[config.mk]
export PLATFORM = sky130hd
export DESIGN_NAME = lcd_rect_fill_command_generator_top_flat
export DESIGN_NICKNAME = d
export VERILOG_FILES = /design/src/design/lrf_pkg.sv /design/src/design/lrf_if.sv /design/src/design/lrf_front.sv /design/src/design/lrf_queue.sv /design/src/design/lrf_back.sv /design/src/design/lcd_rect_fill_command_generator_top.sv /design/src/flat_wrapper.sv
export SDC_FILE = /design/constraint.sdc
export NUM_CORES = 1
export LEC_CHECK = 0
export BUFFER_PORTS_ARGS = -buffer_cell sky130_fd_sc_hd__buf_2
export CAP_MARGIN = 40
export CORE_MARGIN = 1.5
export CORE_UTILIZATION = 35
export DETAILED_ROUTE_END_ITERATION = 10
export PLACE_DENSITY_LB_ADDON = 0.08
export SETUP_SLACK_MARGIN = 0.5
export SLEW_MARGIN = 20
export SYNTH_ARGS = -nofsm -noshare
export SYNTH_HDL_FRONTEND = slang
export SYNTH_SLANG_ARGS = --single-unit
[constraint.sdc]
create_clock -name i_clk -period 9.1 [get_ports i_clk]
set_input_delay 2.275 -clock i_clk [delete_from_list [all_inputs] [get_ports i_clk]]
set_output_delay 2.275 -clock i_clk [all_outputs]
set_load 0.005 [all_outputs]
[src/design/lrf_pkg.sv]
`timescale 1ns / 1ps
// ----------------------------------------------------------------------------
// lrf_pkg
// Shared types, command codes and rotation tables of the rectangle fill
// command generator.
// ----------------------------------------------------------------------------
package lrf_pkg;

    // Default visible panel size before rotation
    localparam int unsigned PANEL_WIDTH_DEF  = 135;
    localparam int unsigned PANEL_HEIGHT_DEF = 240;

    // Field widths
    localparam int unsigned COORD_W = 16;
    localparam int unsigned COUNT_W = 15;
    localparam int unsigned KIND_W  = 2;
    localparam int unsigned ROT_W   = 2;

    // Largest burst count; larger products saturate here
    localparam logic [COUNT_W-1:0] BURST_MAX = '1;

    // Depth of the job queue between front and back
    localparam int unsigned QUEUE_DEPTH = 2;

    // Item kinds
    localparam logic [KIND_W-1:0] KIND_CMD   = 2'd0;
    localparam logic [KIND_W-1:0] KIND_DATA  = 2'd1;
    localparam logic [KIND_W-1:0] KIND_BURST = 2'd2;

    // Display controller commands
    localparam logic [7:0] CMD_COLUMN_ADDR  = 8'h2A;
    localparam logic [7:0] CMD_ROW_ADDR     = 8'h2B;
    localparam logic [7:0] CMD_MEMORY_WRITE = 8'h2C;

    // One clipped request, ready to be sent
    typedef struct packed {
        logic [COORD_W-1:0] col_start;
        logic [COORD_W-1:0] col_end;
        logic [COORD_W-1:0] row_start;
        logic [COORD_W-1:0] row_end;
        logic [15:0]        color;
        logic [COUNT_W-1:0] count;
    } t_job;

    // Queue status seen by both sides
    typedef struct packed {
        logic full;
        logic nonempty;
    } t_q_status;

    // Column offset for a rotation
    function automatic logic [COORD_W-1:0] col_offset(input logic [ROT_W-1:0] rot);
        logic [COORD_W-1:0] ofs;
        case (rot)
            2'd0:    ofs = 16'd52;
            2'd1:    ofs = 16'd40;
            2'd2:    ofs = 16'd53;
            2'd3:    ofs = 16'd40;
            default: ofs = 16'd52;
        endcase
        return ofs;
    endfunction

    // Row offset for a rotation
    function automatic logic [COORD_W-1:0] row_offset(input logic [ROT_W-1:0] rot);
        logic [COORD_W-1:0] ofs;
        case (rot)
            2'd0:    ofs = 16'd40;
            2'd1:    ofs = 16'd53;
            2'd2:    ofs = 16'd40;
            2'd3:    ofs = 16'd52;
            default: ofs = 16'd40;
        endcase
        return ofs;
    endfunction

endpackage

[src/design/lrf_if.sv]
`timescale 1ns / 1ps
// ----------------------------------------------------------------------------
// lrf_req_if / lrf_item_if
// Valid/ready channels for fill requests and for the generated items.
// ----------------------------------------------------------------------------
interface lrf_req_if;
    logic               valid;
    logic               ready;
    logic signed [15:0] rect_x;
    logic signed [15:0] rect_y;
    logic signed [15:0] rect_w;
    logic signed [15:0] rect_h;
    logic        [15:0] fill_color;

    modport source (output valid, rect_x, rect_y, rect_w, rect_h, fill_color,
                    input ready);
    modport sink   (input valid, rect_x, rect_y, rect_w, rect_h, fill_color,
                    output ready);
endinterface

interface lrf_item_if;
    logic        valid;
    logic        ready;
    logic [1:0]  item_kind;
    logic [15:0] item_value;
    logic [14:0] burst_count;
    logic        last_item;

    modport source (output valid, item_kind, item_value, burst_count, last_item,
                    input ready);
    modport sink   (input valid, item_kind, item_value, burst_count, last_item,
                    output ready);
endinterface

[src/design/lrf_front.sv]
`timescale 1ns / 1ps
// ----------------------------------------------------------------------------
// lrf_front
// Accepts fill requests, clips them to the rotated panel, drops empty ones
// and pushes the address window, colour and pixel count into the job queue.
// ----------------------------------------------------------------------------
module lrf_front #(
    parameter int unsigned PANEL_WIDTH  = lrf_pkg::PANEL_WIDTH_DEF,
    parameter int unsigned PANEL_HEIGHT = lrf_pkg::PANEL_HEIGHT_DEF
) (
    input  logic                       i_clk,
    input  logic                       i_rst_n,
    input  logic                       i_cfg_we,
    input  logic [lrf_pkg::ROT_W-1:0]  i_cfg_wdata,
    lrf_req_if.sink                    i_req,
    input  lrf_pkg::t_q_status         i_q_status,
    output logic                       o_push,
    output lrf_pkg::t_job              o_job
);
    import lrf_pkg::*;

    localparam int unsigned DIM_MAX = (PANEL_WIDTH > PANEL_HEIGHT) ? PANEL_WIDTH
                                                                   : PANEL_HEIGHT;
    localparam int unsigned DIM_W   = $clog2(DIM_MAX + 1);
    localparam int unsigned PROD_W  = 2 * DIM_W;
    localparam int unsigned EXT_W   = 18;

    localparam logic signed [EXT_W-1:0] WIDTH_S  = EXT_W'(PANEL_WIDTH);
    localparam logic signed [EXT_W-1:0] HEIGHT_S = EXT_W'(PANEL_HEIGHT);

    logic [ROT_W-1:0]        r_rot;
    logic                    r_s1_valid;
    logic [DIM_W-1:0]        r_x;
    logic [DIM_W-1:0]        r_y;
    logic [DIM_W-1:0]        r_w;
    logic [DIM_W-1:0]        r_h;
    logic [15:0]             r_color;

    logic signed [EXT_W-1:0] x_s, y_s, w_s, h_s;
    logic signed [EXT_W-1:0] lim_w, lim_h;
    logic signed [EXT_W-1:0] xc, yc, wc, hc;
    logic                    off_panel;
    logic                    keep;
    logic                    accept;
    logic                    s1_go;
    logic [DIM_W:0]          col_last;
    logic [DIM_W:0]          row_last;
    logic [PROD_W-1:0]       prod;

    // Hold the rotation register
    always_ff @(posedge i_clk) begin
        if (!i_rst_n) begin
            r_rot <= '0;
        end else if (i_cfg_we) begin
            r_rot <= i_cfg_wdata;
        end
    end

    // Clip the incoming rectangle against the rotated visible area
    always_comb begin
        x_s   = EXT_W'(i_req.rect_x);
        y_s   = EXT_W'(i_req.rect_y);
        w_s   = EXT_W'(i_req.rect_w);
        h_s   = EXT_W'(i_req.rect_h);
        lim_w = r_rot[0] ? HEIGHT_S : WIDTH_S;
        lim_h = r_rot[0] ? WIDTH_S  : HEIGHT_S;

        off_panel = (x_s >= lim_w) || (y_s >= lim_h);

        xc = (x_s < 0) ? '0 : x_s;
        wc = (x_s < 0) ? (w_s + x_s) : w_s;
        yc = (y_s < 0) ? '0 : y_s;
        hc = (y_s < 0) ? (h_s + y_s) : h_s;

        if ((xc + wc) > lim_w) begin
            wc = lim_w - xc;
        end
        if ((yc + hc) > lim_h) begin
            hc = lim_h - yc;
        end

        keep = !off_panel && (wc >= 1) && (hc >= 1);
    end

    // Advance the clipped stage into the queue when there is room
    assign s1_go       = r_s1_valid && !i_q_status.full;
    assign i_req.ready = !r_s1_valid || !i_q_status.full;
    assign accept      = i_req.valid && i_req.ready;

    always_ff @(posedge i_clk) begin
        if (!i_rst_n) begin
            r_s1_valid <= 1'b0;
        end else if (accept) begin
            r_s1_valid <= keep;
        end else if (s1_go) begin
            r_s1_valid <= 1'b0;
        end
    end

    // Capture clipped geometry; empty requests never become valid
    always_ff @(posedge i_clk) begin
        if (accept) begin
            r_x     <= xc[DIM_W-1:0];
            r_y     <= yc[DIM_W-1:0];
            r_w     <= wc[DIM_W-1:0];
            r_h     <= hc[DIM_W-1:0];
            r_color <= i_req.fill_color;
        end
    end

    // Build the job: window ends with offsets, saturated pixel count
    always_comb begin
        col_last = {1'b0, r_x} + {1'b0, r_w} - (DIM_W+1)'(1);
        row_last = {1'b0, r_y} + {1'b0, r_h} - (DIM_W+1)'(1);
        prod     = PROD_W'(r_w) * PROD_W'(r_h);

        o_job.col_start = COORD_W'(r_x) + col_offset(r_rot);
        o_job.col_end   = COORD_W'(col_last) + col_offset(r_rot);
        o_job.row_start = COORD_W'(r_y) + row_offset(r_rot);
        o_job.row_end   = COORD_W'(row_last) + row_offset(r_rot);
        o_job.color     = r_color;
        if (32'(prod) > 32'(BURST_MAX)) begin
            o_job.count = BURST_MAX;
        end else begin
            o_job.count = COUNT_W'(prod);
        end
    end

    assign o_push = s1_go;

endmodule

[src/design/lrf_queue.sv]
`timescale 1ns / 1ps
// ----------------------------------------------------------------------------
// lrf_queue
// Short job queue that decouples request clipping from item sequencing.
// ----------------------------------------------------------------------------
module lrf_queue (
    input  logic                i_clk,
    input  logic                i_rst_n,
    input  logic                i_push,
    input  lrf_pkg::t_job       i_job,
    input  logic                i_pop,
    output lrf_pkg::t_job       o_head,
    output lrf_pkg::t_q_status  o_status
);
    import lrf_pkg::*;

    localparam int unsigned PTR_W = (QUEUE_DEPTH > 1) ? $clog2(QUEUE_DEPTH) : 1;
    localparam int unsigned CNT_W = $clog2(QUEUE_DEPTH + 1);

    t_job             r_slot [QUEUE_DEPTH];
    logic [PTR_W-1:0] r_wr_ptr;
    logic [PTR_W-1:0] r_rd_ptr;
    logic [CNT_W-1:0] r_count;
    logic             do_push;
    logic             do_pop;

    assign o_status.full     = (r_count == CNT_W'(QUEUE_DEPTH));
    assign o_status.nonempty = (r_count != '0);
    assign do_push           = i_push && !o_status.full;
    assign do_pop            = i_pop && o_status.nonempty;
    assign o_head            = r_slot[r_rd_ptr];

    // Store pushed jobs
    always_ff @(posedge i_clk) begin
        if (do_push) begin
            r_slot[r_wr_ptr] <= i_job;
        end
    end

    // Advance pointers and track the fill level
    always_ff @(posedge i_clk) begin
        if (!i_rst_n) begin
            r_wr_ptr <= '0;
            r_rd_ptr <= '0;
            r_count  <= '0;
        end else begin
            if (do_push) begin
                r_wr_ptr <= (r_wr_ptr == PTR_W'(QUEUE_DEPTH - 1)) ? '0
                                                                  : r_wr_ptr + 1'b1;
            end
            if (do_pop) begin
                r_rd_ptr <= (r_rd_ptr == PTR_W'(QUEUE_DEPTH - 1)) ? '0
                                                                  : r_rd_ptr + 1'b1;
            end
            if (do_push && !do_pop) begin
                r_count <= r_count + 1'b1;
            end else if (do_pop && !do_push) begin
                r_count <= r_count - 1'b1;
            end
        end
    end

endmodule

[src/design/lrf_back.sv]
`timescale 1ns / 1ps
// ----------------------------------------------------------------------------
// lrf_back
// Walks each queued job through the twelve output items: window commands,
// coordinate bytes, memory write and the pixel burst.
// ----------------------------------------------------------------------------
module lrf_back (
    input  logic                i_clk,
    input  logic                i_rst_n,
    input  lrf_pkg::t_job       i_head,
    input  lrf_pkg::t_q_status  i_q_status,
    output logic                o_pop,
    lrf_item_if.source          o_item
);
    import lrf_pkg::*;

    // Sequencer steps
    localparam logic [3:0] STEP_CASET    = 4'd0;
    localparam logic [3:0] STEP_XS_HI    = 4'd1;
    localparam logic [3:0] STEP_XS_LO    = 4'd2;
    localparam logic [3:0] STEP_XE_HI    = 4'd3;
    localparam logic [3:0] STEP_XE_LO    = 4'd4;
    localparam logic [3:0] STEP_RASET    = 4'd5;
    localparam logic [3:0] STEP_YS_HI    = 4'd6;
    localparam logic [3:0] STEP_YS_LO    = 4'd7;
    localparam logic [3:0] STEP_YE_HI    = 4'd8;
    localparam logic [3:0] STEP_YE_LO    = 4'd9;
    localparam logic [3:0] STEP_RAMWR    = 4'd10;
    localparam logic [3:0] STEP_BURST    = 4'd11;

    logic [3:0]         r_step;
    logic [3:0]         n_step;
    logic               r_valid;
    logic [KIND_W-1:0]  r_kind;
    logic [15:0]        r_value;
    logic [COUNT_W-1:0] r_count;
    logic               r_last;

    logic               load;
    logic [KIND_W-1:0]  n_kind;
    logic [15:0]        n_value;
    logic [COUNT_W-1:0] n_count;
    logic               n_last;

    // Produce the next item when the output register frees up
    assign load  = i_q_status.nonempty && (!r_valid || o_item.ready);
    assign o_pop = load && (r_step == STEP_BURST);

    // Select the item for the current step
    always_comb begin
        n_kind  = KIND_DATA;
        n_value = '0;
        n_count = '0;
        n_last  = 1'b0;
        n_step  = r_step + 1'b1;
        case (r_step)
            STEP_CASET: begin
                n_kind  = KIND_CMD;
                n_value = {8'h00, CMD_COLUMN_ADDR};
            end
            STEP_XS_HI: n_value = {8'h00, i_head.col_start[15:8]};
            STEP_XS_LO: n_value = {8'h00, i_head.col_start[7:0]};
            STEP_XE_HI: n_value = {8'h00, i_head.col_end[15:8]};
            STEP_XE_LO: n_value = {8'h00, i_head.col_end[7:0]};
            STEP_RASET: begin
                n_kind  = KIND_CMD;
                n_value = {8'h00, CMD_ROW_ADDR};
            end
            STEP_YS_HI: n_value = {8'h00, i_head.row_start[15:8]};
            STEP_YS_LO: n_value = {8'h00, i_head.row_start[7:0]};
            STEP_YE_HI: n_value = {8'h00, i_head.row_end[15:8]};
            STEP_YE_LO: n_value = {8'h00, i_head.row_end[7:0]};
            STEP_RAMWR: begin
                n_kind  = KIND_CMD;
                n_value = {8'h00, CMD_MEMORY_WRITE};
            end
            STEP_BURST: begin
                n_kind  = KIND_BURST;
                n_value = i_head.color;
                n_count = i_head.count;
                n_last  = 1'b1;
                n_step  = STEP_CASET;
            end
            default: begin
                n_step  = STEP_CASET;
            end
        endcase
    end

    // Hold the step and the output valid flag
    always_ff @(posedge i_clk) begin
        if (!i_rst_n) begin
            r_step  <= STEP_CASET;
            r_valid <= 1'b0;
        end else if (load) begin
            r_step  <= n_step;
            r_valid <= 1'b1;
        end else if (o_item.ready) begin
            r_valid <= 1'b0;
        end
    end

    // Capture the item payload
    always_ff @(posedge i_clk) begin
        if (load) begin
            r_kind  <= n_kind;
            r_value <= n_value;
            r_count <= n_count;
            r_last  <= n_last;
        end
    end

    assign o_item.valid       = r_valid;
    assign o_item.item_kind   = r_kind;
    assign o_item.item_value  = r_value;
    assign o_item.burst_count = r_count;
    assign o_item.last_item   = r_last;

endmodule

[src/design/lcd_rect_fill_command_generator_top.sv]
`timescale 1ns / 1ps
// ----------------------------------------------------------------------------
// lcd_rect_fill_command_generator_top
// Clips fill-rectangle requests to the rotated panel and turns each into the
// address window command sequence followed by one pixel burst.
// ----------------------------------------------------------------------------
//  Channel   Direction  Carries
//  i_req     in         rect_x, rect_y, rect_w, rect_h, fill_color
//  o_item    out        item_kind, item_value, burst_count, last_item
//  i_cfg_*   in         rotation (write only)
//
//  A request that survives clipping yields twelve items, one per cycle
//  while the output is ready, issued by the item sequencer; requests
//  clipped away yield nothing. An accepted request passes the clipping
//  register and the job queue before its first item is registered.
//  A two-entry job queue lets requests be taken while items are stalled.
//  Reset is synchronous; rotation resets to 0 and no clearing pass is needed.
// ----------------------------------------------------------------------------
module lcd_rect_fill_command_generator_top #(
    parameter int unsigned PANEL_WIDTH  = lrf_pkg::PANEL_WIDTH_DEF,
    parameter int unsigned PANEL_HEIGHT = lrf_pkg::PANEL_HEIGHT_DEF
) (
    input  logic                      i_clk,
    input  logic                      i_rst_n,
    input  logic                      i_cfg_we,
    input  logic [lrf_pkg::ROT_W-1:0] i_cfg_wdata,
    lrf_req_if.sink                   i_req,
    lrf_item_if.source                o_item
);
    import lrf_pkg::*;

    t_job      job_in;
    t_job      job_head;
    t_q_status q_status;
    logic      push;
    logic      pop;

    // Accept and clip requests
    lrf_front #(
        .PANEL_WIDTH  (PANEL_WIDTH),
        .PANEL_HEIGHT (PANEL_HEIGHT)
    ) u_front (
        .i_clk       (i_clk),
        .i_rst_n     (i_rst_n),
        .i_cfg_we    (i_cfg_we),
        .i_cfg_wdata (i_cfg_wdata),
        .i_req       (i_req),
        .i_q_status  (q_status),
        .o_push      (push),
        .o_job       (job_in)
    );

    // Buffer clipped jobs
    lrf_queue u_queue (
        .i_clk    (i_clk),
        .i_rst_n  (i_rst_n),
        .i_push   (push),
        .i_job    (job_in),
        .i_pop    (pop),
        .o_head   (job_head),
        .o_status (q_status)
    );

    // Sequence the output items
    lrf_back u_back (
        .i_clk      (i_clk),
        .i_rst_n    (i_rst_n),
        .i_head     (job_head),
        .i_q_status (q_status),
        .o_pop      (pop),
        .o_item     (o_item)
    );

endmodule
[src/flat_wrapper.sv]
// flat-port wrapper written by rule: the top's interface ports become plain ports
module lcd_rect_fill_command_generator_top_flat import lrf_pkg::*;
#(
    parameter int unsigned PANEL_WIDTH  = lrf_pkg::PANEL_WIDTH_DEF,
    parameter int unsigned PANEL_HEIGHT = lrf_pkg::PANEL_HEIGHT_DEF
)
  (i_clk, i_rst_n, i_cfg_we, i_cfg_wdata, i_req_valid, i_req_rect_x, i_req_rect_y, i_req_rect_w, i_req_rect_h, i_req_fill_color, i_req_ready, o_item_valid, o_item_item_kind, o_item_item_value, o_item_burst_count, o_item_last_item, o_item_ready);
  lrf_req_if i_req_i ();
  lrf_item_if o_item_i ();
  input  logic i_clk;
  input  logic i_rst_n;
  input  logic i_cfg_we;
  input  logic [lrf_pkg::ROT_W-1:0] i_cfg_wdata;
  input wire logic [$bits(i_req_i.valid)-1:0] i_req_valid;
  input wire logic [$bits(i_req_i.rect_x)-1:0] i_req_rect_x;
  input wire logic [$bits(i_req_i.rect_y)-1:0] i_req_rect_y;
  input wire logic [$bits(i_req_i.rect_w)-1:0] i_req_rect_w;
  input wire logic [$bits(i_req_i.rect_h)-1:0] i_req_rect_h;
  input wire logic [$bits(i_req_i.fill_color)-1:0] i_req_fill_color;
  output wire logic [$bits(i_req_i.ready)-1:0] i_req_ready;
  output wire logic [$bits(o_item_i.valid)-1:0] o_item_valid;
  output wire logic [$bits(o_item_i.item_kind)-1:0] o_item_item_kind;
  output wire logic [$bits(o_item_i.item_value)-1:0] o_item_item_value;
  output wire logic [$bits(o_item_i.burst_count)-1:0] o_item_burst_count;
  output wire logic [$bits(o_item_i.last_item)-1:0] o_item_last_item;
  input wire logic [$bits(o_item_i.ready)-1:0] o_item_ready;
  assign i_req_i.valid = i_req_valid;
  assign i_req_i.rect_x = i_req_rect_x;
  assign i_req_i.rect_y = i_req_rect_y;
  assign i_req_i.rect_w = i_req_rect_w;
  assign i_req_i.rect_h = i_req_rect_h;
  assign i_req_i.fill_color = i_req_fill_color;
  assign i_req_ready = i_req_i.ready;
  assign o_item_valid = o_item_i.valid;
  assign o_item_item_kind = o_item_i.item_kind;
  assign o_item_item_value = o_item_i.item_value;
  assign o_item_burst_count = o_item_i.burst_count;
  assign o_item_last_item = o_item_i.last_item;
  assign o_item_i.ready = o_item_ready;
  lcd_rect_fill_command_generator_top #(.PANEL_WIDTH(PANEL_WIDTH), .PANEL_HEIGHT(PANEL_HEIGHT)) u_core (.i_clk(i_clk), .i_rst_n(i_rst_n), .i_cfg_we(i_cfg_we), .i_cfg_wdata(i_cfg_wdata), .i_req(i_req_i), .o_item(o_item_i));
endmodule
# After elaboration in Yosys (flattened, before gate mapping)
# Memories as Yosys holds them, arrays and structs flattened. A register that Yosys moved wholly into a read port is not among the register bits.
# Index checks and enable logic that the tools add are counted.
totals:
  register_bits: 94
  ramBits: 190
  input_bits: 87
  out_inout_bits: 36
  memories: 1
classes:
  addsub: 19
  mul: 1
  order_cmp: 9
  n_eq_ne: 15
  muxes: 27
  reduce_logical: 29
memory_table:
  columns: ["memory", "depth", "word_bits", "rd", "rd_clocked_by_memory_dff", "write_ports", "line_no", "text"]
  rows:
  - ["u_core.u_queue.r_slot", 2, 95, 1, 1, 1, "lrf_queue.sv:20", "t_job r_slot [QUEUE_DEPTH];"]
ops:
  columns: ["cell", "count"]
  rows:
  - ["16-bit case mux with 12 select lines", 1]
  - ["18-bit 2-to-1 mux", 6]
  - ["16-bit case mux with 3 select lines", 2]
  - ["18-bit adder", 2]
  - ["18-bit by 2-bit >= comparator with 1-bit output, second input constant", 2]
  - ["18-bit by 9-bit greater-than comparator with 1-bit output", 2]
  - ["9-bit by 18-bit subtractor with 18-bit output", 2]
  - ["16-bit by 16-bit adder with 17-bit output", 2]
  - ["8-bit by 16-bit adder with 16-bit output", 2]
  - ["9-bit by 16-bit adder with 16-bit output", 2]
  - ["16-bit by 9-bit >= comparator with 1-bit output", 2]
  - ["16-bit by 1-bit < comparator with 1-bit output, second input constant", 2]
  - ["8-bit by 8-bit adder with 9-bit output", 2]
  - ["9-bit by 1-bit subtractor with 9-bit output, second input constant", 2]
  - ["4-bit by 3-bit == test with 1-bit output, second input constant", 4]
  - ["4-bit == test, second input constant", 4]
  - ["16-bit by 15-bit greater-than comparator with 1-bit output, second input constant", 1]
  - ["8-bit by 8-bit multiplier with 16-bit output", 1]
  - ["15-bit 2-to-1 mux", 1]
  - ["7-bit 2-to-1 mux", 2]
  - ["1-bit 2-to-1 mux", 11]
  - ["11-bit OR reduction", 1]
  - ["1-bit logical AND", 10]
  - ["4-bit by 2-bit == test with 1-bit output, second input constant", 2]
  - ["other kinds (17)", 32]

# Depth between registers and ports, before layout
# Gate-level depths: netlist of run 1.
logic_depth:
  ltp_word: 9
  mapped_depth: 26

# Modules after synthesis
# Synthesis of run 1 repeated with hierarchy kept, for this count alone.
unflattened:
  cells_unflattened: 1790
  area_unflattened_um2: 19909.1
modules_own_cells:
  columns: ["mod", "n_inst", "cells_each", "area_per_inst_um2"]
  rows:
  - ["lrf_front", 1, 1279, 10505.1]
  - ["lrf_queue", 1, 321, 7302.0]
  - ["lrf_back", 1, 190, 2102.0]

# Worst setup path after synthesis of run 1
# No wires, ideal clock.
synth_path:
  path_kind: "in2reg"
  start: "in i_req_rect_y[15]"
  end: "reg u_core.u_front.r_h[3] (data pin)"
  setup_time_ns: 0.260
  arrival_ns: 7.120
  t_required_ns: 8.840
  path_slack_ns: 1.719
  cell_stages: 23
  path_buffers: 6
  path_cell_list: "clkbuf_1 -> clkbuf_1 -> buf_1 -> clkbuf_1 -> clkbuf_1 -> nand2b_1 -> inv_1 -> ha_1 -> nor2b_1 -> o31a_1 -> o21a_1 -> nor2_1 -> xnor2_1 -> ha_1 -> nor4_1 -> a21oi_1 -> o22ai_1 -> o211ai_1 -> or4_4 -> o31a_1 -> o32ai_2 -> buf_6 -> mux2_4"
synth_between:
  elab_chain_len: 5
synth_rtl:
  columns: ["item", "line_no", "text"]
  rows:
  - ["start: declaration", "flat_wrapper.sv:16", "input wire logic [$bits(i_req_i.rect_y)-1:0] i_req_rect_y;"]
  - ["16-bit by 1-bit < comparator with 1-bit output *", "lrf_front.sv:72", "yc = (y_s < 0) ? '0 : y_s;"]
  - ["18-bit 2-to-1 mux *", "lrf_front.sv:72", null]
  - ["named net u_core.u_front.yc[2]", "lrf_front.sv:41", "logic signed [EXT_W-1:0] xc, yc, wc, hc;"]
  - ["18-bit adder", "lrf_front.sv:78", "if ((yc + hc) > lim_h) begin"]
  - ["18-bit by 9-bit greater-than comparator with 1-bit output", "lrf_front.sv:78", null]
  - ["18-bit 2-to-1 mux *", "lrf_front.sv:78", null]
  - ["named net u_core.u_front.hc[3]", "lrf_front.sv:41", null]
  - ["end signal: assignment", "lrf_front.sv:106", "r_h <= hc[DIM_W-1:0];"]
  - ["end: declaration", "lrf_front.sv:36", "logic [DIM_W-1:0] r_h;"]
# Mark *: on every way through the listed nets, which the timed path passes. The rest lies on a longest branch.
# A chain may end at the register's enable or synchronous reset.

# Worst setup path after layout of run 1
layout_path:
  start: "in i_req_rect_w[2]"
  end: "reg u_core.u_front.r_s1_valid"
layout_between:
  elab_chain_len: 9
layout_rtl:
  columns: ["item", "line_no", "text"]
  rows:
  - ["start: declaration", "flat_wrapper.sv:17", "input wire logic [$bits(i_req_i.rect_w)-1:0] i_req_rect_w;"]
  - ["16-bit by 16-bit adder with 17-bit output", "lrf_front.sv:71", "wc = (x_s < 0) ? (w_s + x_s) : w_s;"]
  - ["18-bit 2-to-1 mux *", "lrf_front.sv:71", null]
  - ["18-bit adder", "lrf_front.sv:75", "if ((xc + wc) > lim_w) begin"]
  - ["18-bit by 9-bit greater-than comparator with 1-bit output", "lrf_front.sv:75", null]
  - ["18-bit 2-to-1 mux *", "lrf_front.sv:75", null]
  - ["18-bit by 2-bit >= comparator with 1-bit output *", "lrf_front.sv:82", "keep = !off_panel && (wc >= 1) && (hc >= 1);"]
  - ["1-bit logical AND * (2 in a row)", "lrf_front.sv:82", null]
  - ["1-bit 2-to-1 mux *", "lrf_front.sv:93", "end else if (accept) begin"]
  - ["end signal: assignment", "lrf_front.sv:94", "r_s1_valid <= keep;"]
  - ["end: declaration", "lrf_front.sv:32", "logic r_s1_valid;"]
# Mark *: on every way between the ends. The rest lies on a longest branch, timed or not.

==> results of run 1 <==
-- kinds of logic (layout without fill, tap and decap cells) --
group           after synthesis  in the layout  synth area share
simple gates                441            441            0.1260
mux                          88             88           0.05200
compound gates              368            368            0.1470
flops                       232            232            0.3919
xor+xnor                    102            102           0.05121
buf+inv                     213            364           0.04655
fa+ha+maj                   232            232            0.1853
-- state kept, by name, indices dropped and copies added, names as in the netlist, named ones only --
register	flops
u_core.u_front.r_w	8
u_core.u_queue.r_rd_ptr	1
u_core.u_front.r_color	16
u_core.u_front.r_rot	2
u_core.u_front.r_y	8
u_core.u_back.o_item.valid	1
u_core.u_queue.r_slot	138
u_core.u_queue.r_wr_ptr	1
u_core.u_back.o_item.burst_count	15
u_core.u_queue.r_count	2
u_core.u_back.o_item.item_kind	2
u_core.u_back.r_step	4
u_core.u_front.r_s1_valid	1
u_core.u_front.r_x	8
u_core.u_back.o_item.item_value	16
u_core.u_front.r_h	8
-- through the flow --
| step | utilization | hold WS, ns | cells |
|---|---|---|---|
| global route | 0.4051 | 0.4666 | 2491 |
| global placement | 0.3843 | 0.4236 | 2438 |
| detailed placement | 0.3855 | 0.4317 | 2441 |
| floorplan | - | 0.4215 | 1676 |
| finish | 0.4051 | 0.4467 | 2491 |
| CTS | 0.4047 | 0.4427 | 2490 |
-- power by group through the flow --
stage	clock network, mW	logic (mW)	registers, mW
after global routing	1.20	2.35	1.41
after detailed placement	0	2.07	1.43
after CTS	1.16	2.08	1.41
after floorplan	0	1.54	1.42
final	1.13	2.05	1.41
after global placement	0	2.03	1.43
-- metal layers --
layer / wire (µm) / share of wire
met1: 20700 / 0.47
met2: 20880 / 0.48
met3: 1225 / 0.028
met4: 797 / 0.018
met5: 0 / 0
-- placed cells by master (no fill, tap or decap), types with 9 or more instances in the layout --
cell type	count
o21bai_1	21
buf_4	11
mux2i_1	70
fa_1	44
a21oi_1	72
o211ai_1	11
nand2b_1	29
or2_2	10
mux2_2	14
a31oi_1	14
nor4_1	13
inv_1	176
nor3_1	19
xor2_1	33
o21ai_0	55
o22ai_1	15
and3_1	10
ha_1	188
nor2b_1	40
a21o_1	36
clkinv_2	9
dfxtp_1	12
buf_2	123
nand3_1	19
a211oi_1	17
o21a_1	27
or3_1	10
edfxtp_1	219
o31ai_1	10
nand2_1	104
a221oi_1	10
xnor2_1	69
clkbuf_16	27
nor2_1	135
a211o_1	9
-- synth_stat cells (33+ instances only) --
cell,count
a21o_1,36
a21oi_1,72
edfxtp_1,219
fa_1,44
ha_1,188
inv_1,176
mux2i_1,70
nand2_1,104
nor2_1,137
nor2b_1,40
o21ai_0,55
xnor2_1,69
xor2_1,33
-- layout make-up --
cell class                      count  area, µm²  share of cell area
Sequential cell                   232       6840              0.3443
Clock inverter                     17      215.2             0.01083
Timing Repair Buffer              137      773.2             0.03892
Tap cell                          664      830.8             0.04181
Inverter                          178      668.1             0.03363
Multi-Input combinational cell   1231       9817              0.4941
Clock buffer                       32      724.4             0.03646
-- worst max-delay path, cell delays in order --
cell and delay, ns:
buf_2 0.11, ha_1 0.38, and3_1 0.18, a221o_1 0.40, o21a_1 0.20, o31ai_1 0.47
ha_1 0.42, o2111a_1 0.21, or3_4 0.39, xnor2_1 0.13, ha_1 0.29, and4_1 0.22
and4_1 0.19, a211oi_1 0.40, nor4_4 0.14, and2_1 0.18, o41ai_1 0.61, nand3_1 0.16
o31ai_1 0.24
-- how the worst max path moves through the flow --
stage | endpoint | slack (ns) | cells after the start
floorplan | u_core.u_front.r_h[3]$_DFFE_PP_ | 1.72 | 23
global placement | u_core.u_front.r_s1_valid$_SDFFE_PN0P_ | 1.50 | 19
detailed placement | u_core.u_front.r_s1_valid$_SDFFE_PN0P_ | 1.41 | 19
CTS | u_core.u_front.r_s1_valid$_SDFFE_PN0P_ | 1.97 | 19
global route | u_core.u_front.r_s1_valid$_SDFFE_PN0P_ | 1.69 | 19
finish | u_core.u_front.r_s1_valid$_SDFFE_PN0P_ | 1.94 | 19
==> results list, run 1 <==
* Site Rows: 81
- Netlist cell types: between 80 and 90
- Once detail routing completed, the nets flagged for antenna violations numbered 0.
* Die height: 226.3 µm
- In this run the most critical hold path is launched from u_core.u_front.r_color[12]$_DFFE_PP_.
- Setup repair after global routing left no endpoint under its margin.
- Worst-case headroom to the max-slew limit: 0.4219
- Counting flops with a built-in enable in the synthesized netlist gives 219.
- The synthesized netlist occupies a cell area of 0.01744 mm².
- Of the total power, the clock network draws 0.246.
- Pre-CTS worst setup slack: 1.414 ns
* Origin of the critical flop-to-flop path: u_core.u_front.r_h[4]$_DFFE_PP_
- Counting every net in the synthesized netlist gives 1995.
- Most crowded layer after global routing: met2
* Post-CTS setup-driven buffer insertion count: 0
- Clock Tree Buf Depth: 3
* Share of final-layout standard cells stronger than drive strength 1: 0.1281
- The biggest area contributor in the post-synthesis netlist is edfxtp_1.
- After layout, the worst setup slack is 1.939 ns.
- The worst setup path is launched from an input port.
- Cell Area, Placed: 0.01891 mm²
- Crit share post-route: 0.7870
- Counting every sink on the clock net gives 232.
- Global routing finished with a remaining overflow of 0.
* Leading register cell type out of synthesis: edfxtp_1
* Gp weighted congestion: 0.8170
* Synthesized flop and latch total: 232
- Number of nets in the finished design: 2126
- The worst setup path is captured at a flip-flop.
* Area enclosed by the die boundary: around 0.051 mm²
* Critical-path maximum fanout: 7
- Vias in the first global route: 12800
- The region available for standard cell placement spans 0.04905 mm².
- The worst register-to-register path has a depth of 19.
* Skew-Pair Late Insertion Delay: 0.54 ns
* Area added between synthesis and finish: 13.90%
- For this run, asynchronously set or reset flops after synthesis account for 0.
* Initial core utilization: 0.3556
- Ranking of synthesized cells by area: edfxtp_1 (38%), ha_1 (13%), fa_1 (5.0%)
- Final worst path period need: 7.161 ns
- STA puts the critical path data required time at 9.55 ns.
- The most critical setup path has its startpoint at i_req_rect_w[2].
- Mapped Cells: 1676
- STA puts the critical path data arrival time at 7.61 ns.
* Htree depth: 1
* Fillers: slightly below 5000
- TritonCTS created 27 clock buffers.
- Proportion of synthesized chip area in sequential cells: 0.3919
- Outcome: completed
- Setup TNS Final: 0 ns
* Final setup viols: 0
- The worst hold path belongs to the class flip-flop to flip-flop.
- Cells on Worst Hold Path: 0
- Using the TritonRoute via totals, the vias-per-cell ratio works out to 5.120.
- Across the run, the number of max-cap violations was 0.
- Hold_buf cts: 0
- Final Total Pwr: 4.587 mW
* HPWL after detailed placement: 33990 µm
* Register-to-Register Setup Slack: 3.63 ns
- Combinational share of power: 0.447
- Terminus of the critical flop-to-flop path: u_core.u_queue.r_slot[1][0]$_DFFE_PP_
* Slew Viols, Final: 0
- Overall routing resource usage: 0.1703
- P_sw: around 1.7 mW
* First-pass GRT wire length: slightly below 70000 µm
- Routed via count: 12750
- Of the total power, registers draw 0.307.
- For this design the static power due to leakage is 8.370 nW.
- Across the routed clock network, the largest skew measured is 0.01478 ns.
- Post-route cell area: 0.01987 mm²
- Clock-pin slew was measured on the worst setup and hold paths at 0.06 ns.
* Initial DRC count: 512
- Power spread over the standard cell area amounts to approximately 230 mW/mm².
- For this design the top-level I/O count stands at roughly 120.
* Chip Width: 226.3 µm
* Sw Share: 0.3622
* Largest net degree at the start of global routing: 51
- For this run, the number of Yosys warnings is 0.
- Final antenna diode count: 0
- Global routing usage on met3: 0.01594
* Worst Setup Path Type: input port to flip-flop
- Timing would allow up to 139.6 MHz.
- Input and output buffers added on the ports amount to 122.
* Initial DRT Pass Iterations: 4
- DRC viols: 0
- Antenna violations before repair: 0
- The worst-case IR drop observed on VDD is 155.7 µV.
- Final count of hold timing violations: 0
- TritonCTS built the clock tree.
- Internal: 2.926 mW
* Mean Syn Cell Area: 10.41 µm²
* Tightest Pin Transition: 0.8560 ns
- Met2 Resource Use GR: 0.2980
- After detailed routing, the average wire length per cell comes to 17.50 µm.
- For this run, global-route usage on met1 was measured as 0.2260.
- Total wire length after detailed routing: 43600 µm
* Hold path endpoint: u_core.u_queue.r_slot[0][27]$_DFFE_PP_
- Root Buffer Master: clkbuf_16
* Share of Yosys cell area claimed by the top area cell type: 0.3770
* Cells resized by post-CTS repair: 0
Power figures use the tool's default switching activity.
==> inputs of run 2 (changes only) <==
--- a/config.mk
+++ b/config.mk
@@ -5,6 +5,7 @@
 export SDC_FILE = /design/constraint.sdc
 export NUM_CORES = 1
 export LEC_CHECK = 0
+export ABC_AREA = 1
 export BUFFER_PORTS_ARGS = -buffer_cell sky130_fd_sc_hd__buf_2
 export CAP_MARGIN = 40
 export CORE_MARGIN = 1.5
==> constraint.sdc (replaced) <==
create_clock -name i_clk -period 6.88 [get_ports i_clk]
set_input_delay 1.72 -clock i_clk [delete_from_list [all_inputs] [get_ports i_clk]]
set_output_delay 1.72 -clock i_clk [all_outputs]
set_load 0.005 [all_outputs]
==> run 2 against run 1 <==
Net effect: sequential power is 38% higher; hold slack worse by 0.0069 ns; global-route usage is 0.69 points higher; first-iteration DRC count is 54% higher; clock skew is 0.0041 ns lower; via count is 10% higher; final area is 1.1% higher; largest power group unchanged.
==> results list, run 2 <==
- Measured against its own limit, the worst slew margin works out to 0.4422.
* Antenna Violating Nets Remaining: 0
- Once the clock tree was built, the setup fixing pass inserted 0 buffers.
- Share of Yosys cell area claimed by the top area cell type: 0.3660
- Average wire length per cell after detail routing: ~16 µm
* HPWL after detailed placement: 36220 µm
* Root Buffer Master: clkbuf_16
- Data arrival at the endpoint of the critical path: 6.13 ns
- For this configuration, the core starts out at a cell density of 0.3566.
- The clock drives ~230 sinks.
- Most numerous cell in the Yosys netlist: nand2_1
* Overall routing resource usage: 0.1772
* Sequential cell fraction of total power: 0.331
- Antenna violations before repair: 2
- Entering global routing, the biggest net connects 56 pins.
- Counting flops with a built-in enable in the synthesized netlist gives 219.
- Kind of cell adding the most delay to the critical path: simple AND/OR/NAND/NOR gates
- Final Total Pwr: 5.854 mW
- For this design the static power due to leakage is 9.861 nW.
- Die height: 229.6 µm
- Yosys attributes the largest share of cell area to edfxtp_1 (37%), ha_1 (13%), nand2_1 (13%).
- Of the synthesized area, sequential elements account for 0.3805.
- CTS tree: done
- More flip-flops sit in one register than any other, and that register is u_core.u_queue.r_slot.
- Min-delay worst type: flip-flop to flip-flop
* Layout Cells excl Fill: 2982
* IO Port Bufs: 122
* Stage delay of the slowest cell on the critical path: 0.40 ns
- Pwr dens: 291.5 mW/mm²
- Across the routed clock network, the largest skew measured is approximately 0.011 ns.
- STA classifies the critical path endpoint as a flip-flop.
* Required time reported for the critical path endpoint: 7.29 ns
* Max cap viols: 0
- After synthesis, the netlist uses 58 different library cells.
- Tightest Pin Transition: 0.8280 ns
- Summed over all instances, the cell type with the most area after synthesis is edfxtp_1.
* Setup TNS Final: 0 ns
- Counting every net in the synthesized netlist gives 2498.
- Initial DRC count: 787
- Of the total power, the clock network draws 0.211.
* Post-synthesis async set-or-reset flop share: 0
* Share of final-layout standard cells stronger than drive strength 1: 0.09874
- The register with the most flip-flops in the layout has 138 of them.
* Synthesized flop and latch total: 232
- The die covers 0.05270 mm².
- The placed instances occupy a cell area of slightly below 0.02 mm².
- Across all layers, the routed design uses 14090 vias.
- Combinational share of power: 0.458
* Warnings, synthesis: 0
* Terminus of the critical flop-to-flop path: u_core.u_queue.r_slot[0][0]$_DFFE_PP_
* Sort of element at the start of the critical path: input port
- The number of hold violations in the final report came to 0.
* R2R cell count: 23
- Cells on Worst Hold Path: 0
- IR analysis of the VDD net gives a maximum drop of 196.7 µV.
- Buffers inserted during clock tree synthesis total 25.
- The max-slew violation total from the final report is 0.
- The via count of the first global-routing pass came to 13960.
* Outcome: completed
- Htree depth: 1
* Critical-path top delay cell: fa_1
- Along the worst path, the maximum fanout reaches 13.
* Total wire length after detailed routing: around 46000 µm
- Setup repair after global routing missed its margin: false
- The total area inside the core boundary comes to 0.05038 mm².
- Synth cell count leaders: nand2_1 (604), inv_1 (384), edfxtp_1 (219)
- After clock tree synthesis, the clock-pin slew on the worst setup and hold paths is 0.06 ns.
- Netlist area before placement: 0.01797 mm²
- Setup violations remaining at the end of the flow were counted as 0.
- The internal portion of the total power is 3.608 mW.
* Mapped Cells: 2179
- The most used flip-flop cell after synthesis is edfxtp_1.
- Skew-Pair Late Insertion Delay: roughly 0.53 ns
- From left edge to right edge, the die measures 229.6 µm.
- Relative to the synthesized area, the layout overhead comes to 11.80%.
- 123 I/O pins were placed.
* Worst Hold Launch: u_core.u_front.r_color[10]$_DFFE_PP_
* Register-to-Register Setup Slack: between 1.5 and 2 ns
* Detailed-route vias per instance: around 4.7
- Remaining global-route overflow: 0
- Together, buffers and inverters on the worst path number 5.
- Site Rows: 82
- Among the stages of the critical path, the cell type that occurs most often is nand2_1.
* Leading cell type in the layout, fill and taps excluded: nand2_1
- The library cells used most frequently in the layout, excluding fill and tap cells, are nand2_1 (604), inv_1 (382), edfxtp_1 (219).
- Mean Syn Cell Area: 8.245 µm²
- The first detailed-routing pass ran for 4 iterations.
- Final worst path period need: 5.719 ns
* Timing-limited maximum frequency: ~170 MHz
- For hold timing, the worst endpoint is u_core.u_queue.r_slot[1][25]$_DFFE_PP_.
* Clock Tree Buf Depth: 3
- Post-route cell area: 0.02009 mm²
* First-pass GRT wire length: 74880 µm
* Origin of the critical flop-to-flop path: u_core.u_front.r_h[4]$_DFFE_PP_
- Of the total power, the share spent switching nets is 0.3838.
- DP Cell Count: about 3000
- Gp weighted congestion: 0.8617
- Number of nets in the finished design: around 2600
- DRC viols: 0
- For this design the total switching power over the nets is 2.247 mW.
* Worst Setup Path Type: input port to flip-flop
- Crit share post-route: 0.8312
==> run 2: changes by cell type in the layout (fill, tap and decap cells not counted), sizes merged, moves of 38 or more <==
cell   change
nand3     +73
nor2b     -40
inv      +215
mux2i     -68
xnor2     -38
a21oi     +73
nand2    +511
==> run 2: cell type report <==
type / instances / area [µm²]
Fill cell: 5145 / 30290
Multi-Input combinational cell: 1504 / 9470
Sequential cell: 232 / 6838
Antenna cell: 1 / 2.502
Clock buffer: 28 / 636.9
Clock inverter: 16 / 105.1
Tap cell: 672 / 840.8
Timing Repair Buffer: 137 / 720.7
Inverter: 392 / 1471
==> run 2: worst max path at each step <==
stage	from	slack [ns]	endpoint	depth (start not counted)
after CTS	i_req_rect_h[0]	1.10	u_core.u_front.r_s1_valid$_SDFFE_PN0P_	32
after global routing	i_req_rect_h[0]	0.61	u_core.u_front.r_s1_valid$_SDFFE_PN0P_	34
after floorplan	i_req_rect_y[15]	1.37	u_core.u_front.r_s1_valid$_SDFFE_PN0P_	33
after detailed placement	i_req_rect_h[0]	0.55	u_core.u_front.r_s1_valid$_SDFFE_PN0P_	32
after global placement	i_req_rect_h[0]	0.63	u_core.u_front.r_s1_valid$_SDFFE_PN0P_	32
final	i_req_rect_w[0]	1.16	u_core.u_front.r_s1_valid$_SDFFE_PN0P_	32
==> run 2: cells by family after synthesis <==
family,after synthesis,share of synthesized area
AND/OR/NAND/NOR,906,0.2105
buffers and inverters,443,0.09381
AO/OA/AOI/OAI,276,0.09123
adder cells (fa/ha/maj),232,0.1800
flip-flops,232,0.3805
XOR/XNOR,88,0.04290
multiplexers,2,0.001114
==> run 2: metal layers <==
metal / vias to the layer above / share of wire / GRT usage / routed length, µm
met5: - / 0.00028 / 0 / 13
met4: 2 / 0.018 / 0.03845 / 851
met3: 53 / 0.038 / 0.01693 / 1774
met2: 289 / 0.46 / 0.3057 / 21450
met1: 6473 / 0.48 / 0.2397 / 22170
li1: 7268 / - / - / -
==> run 2: power by group through the flow <==
stage | Sequential, mW | Combinational, mW | Clock (mW)
floorplan | 1.91 | 2.11 | 0
global placement | 1.97 | 2.68 | 0
detailed placement | 1.97 | 2.71 | 0
CTS | 1.94 | 2.74 | 1.28
global route | 1.94 | 3.16 | 1.33
finish | 1.94 | 2.68 | 1.24
==> run 2: through the flow <==
step	worst slack (ns)	hold slack (ns)	utilization
floorplan	1.371	0.4215	-
CTS	1.099	0.4428	0.3987
finish	1.161	0.4398	0.3987
global placement	0.6310	0.4228	0.3838
detailed placement	0.5485	0.4302	0.3839
global route	0.6070	0.4524	0.3987
==> run 2: repair_timing <==
item / CTS / global route
hold buffers: 0 / 0
gates resized for setup: 0 / 1
hold endpoints to repair: 0 / 0
setup endpoints to repair: 0 / 1
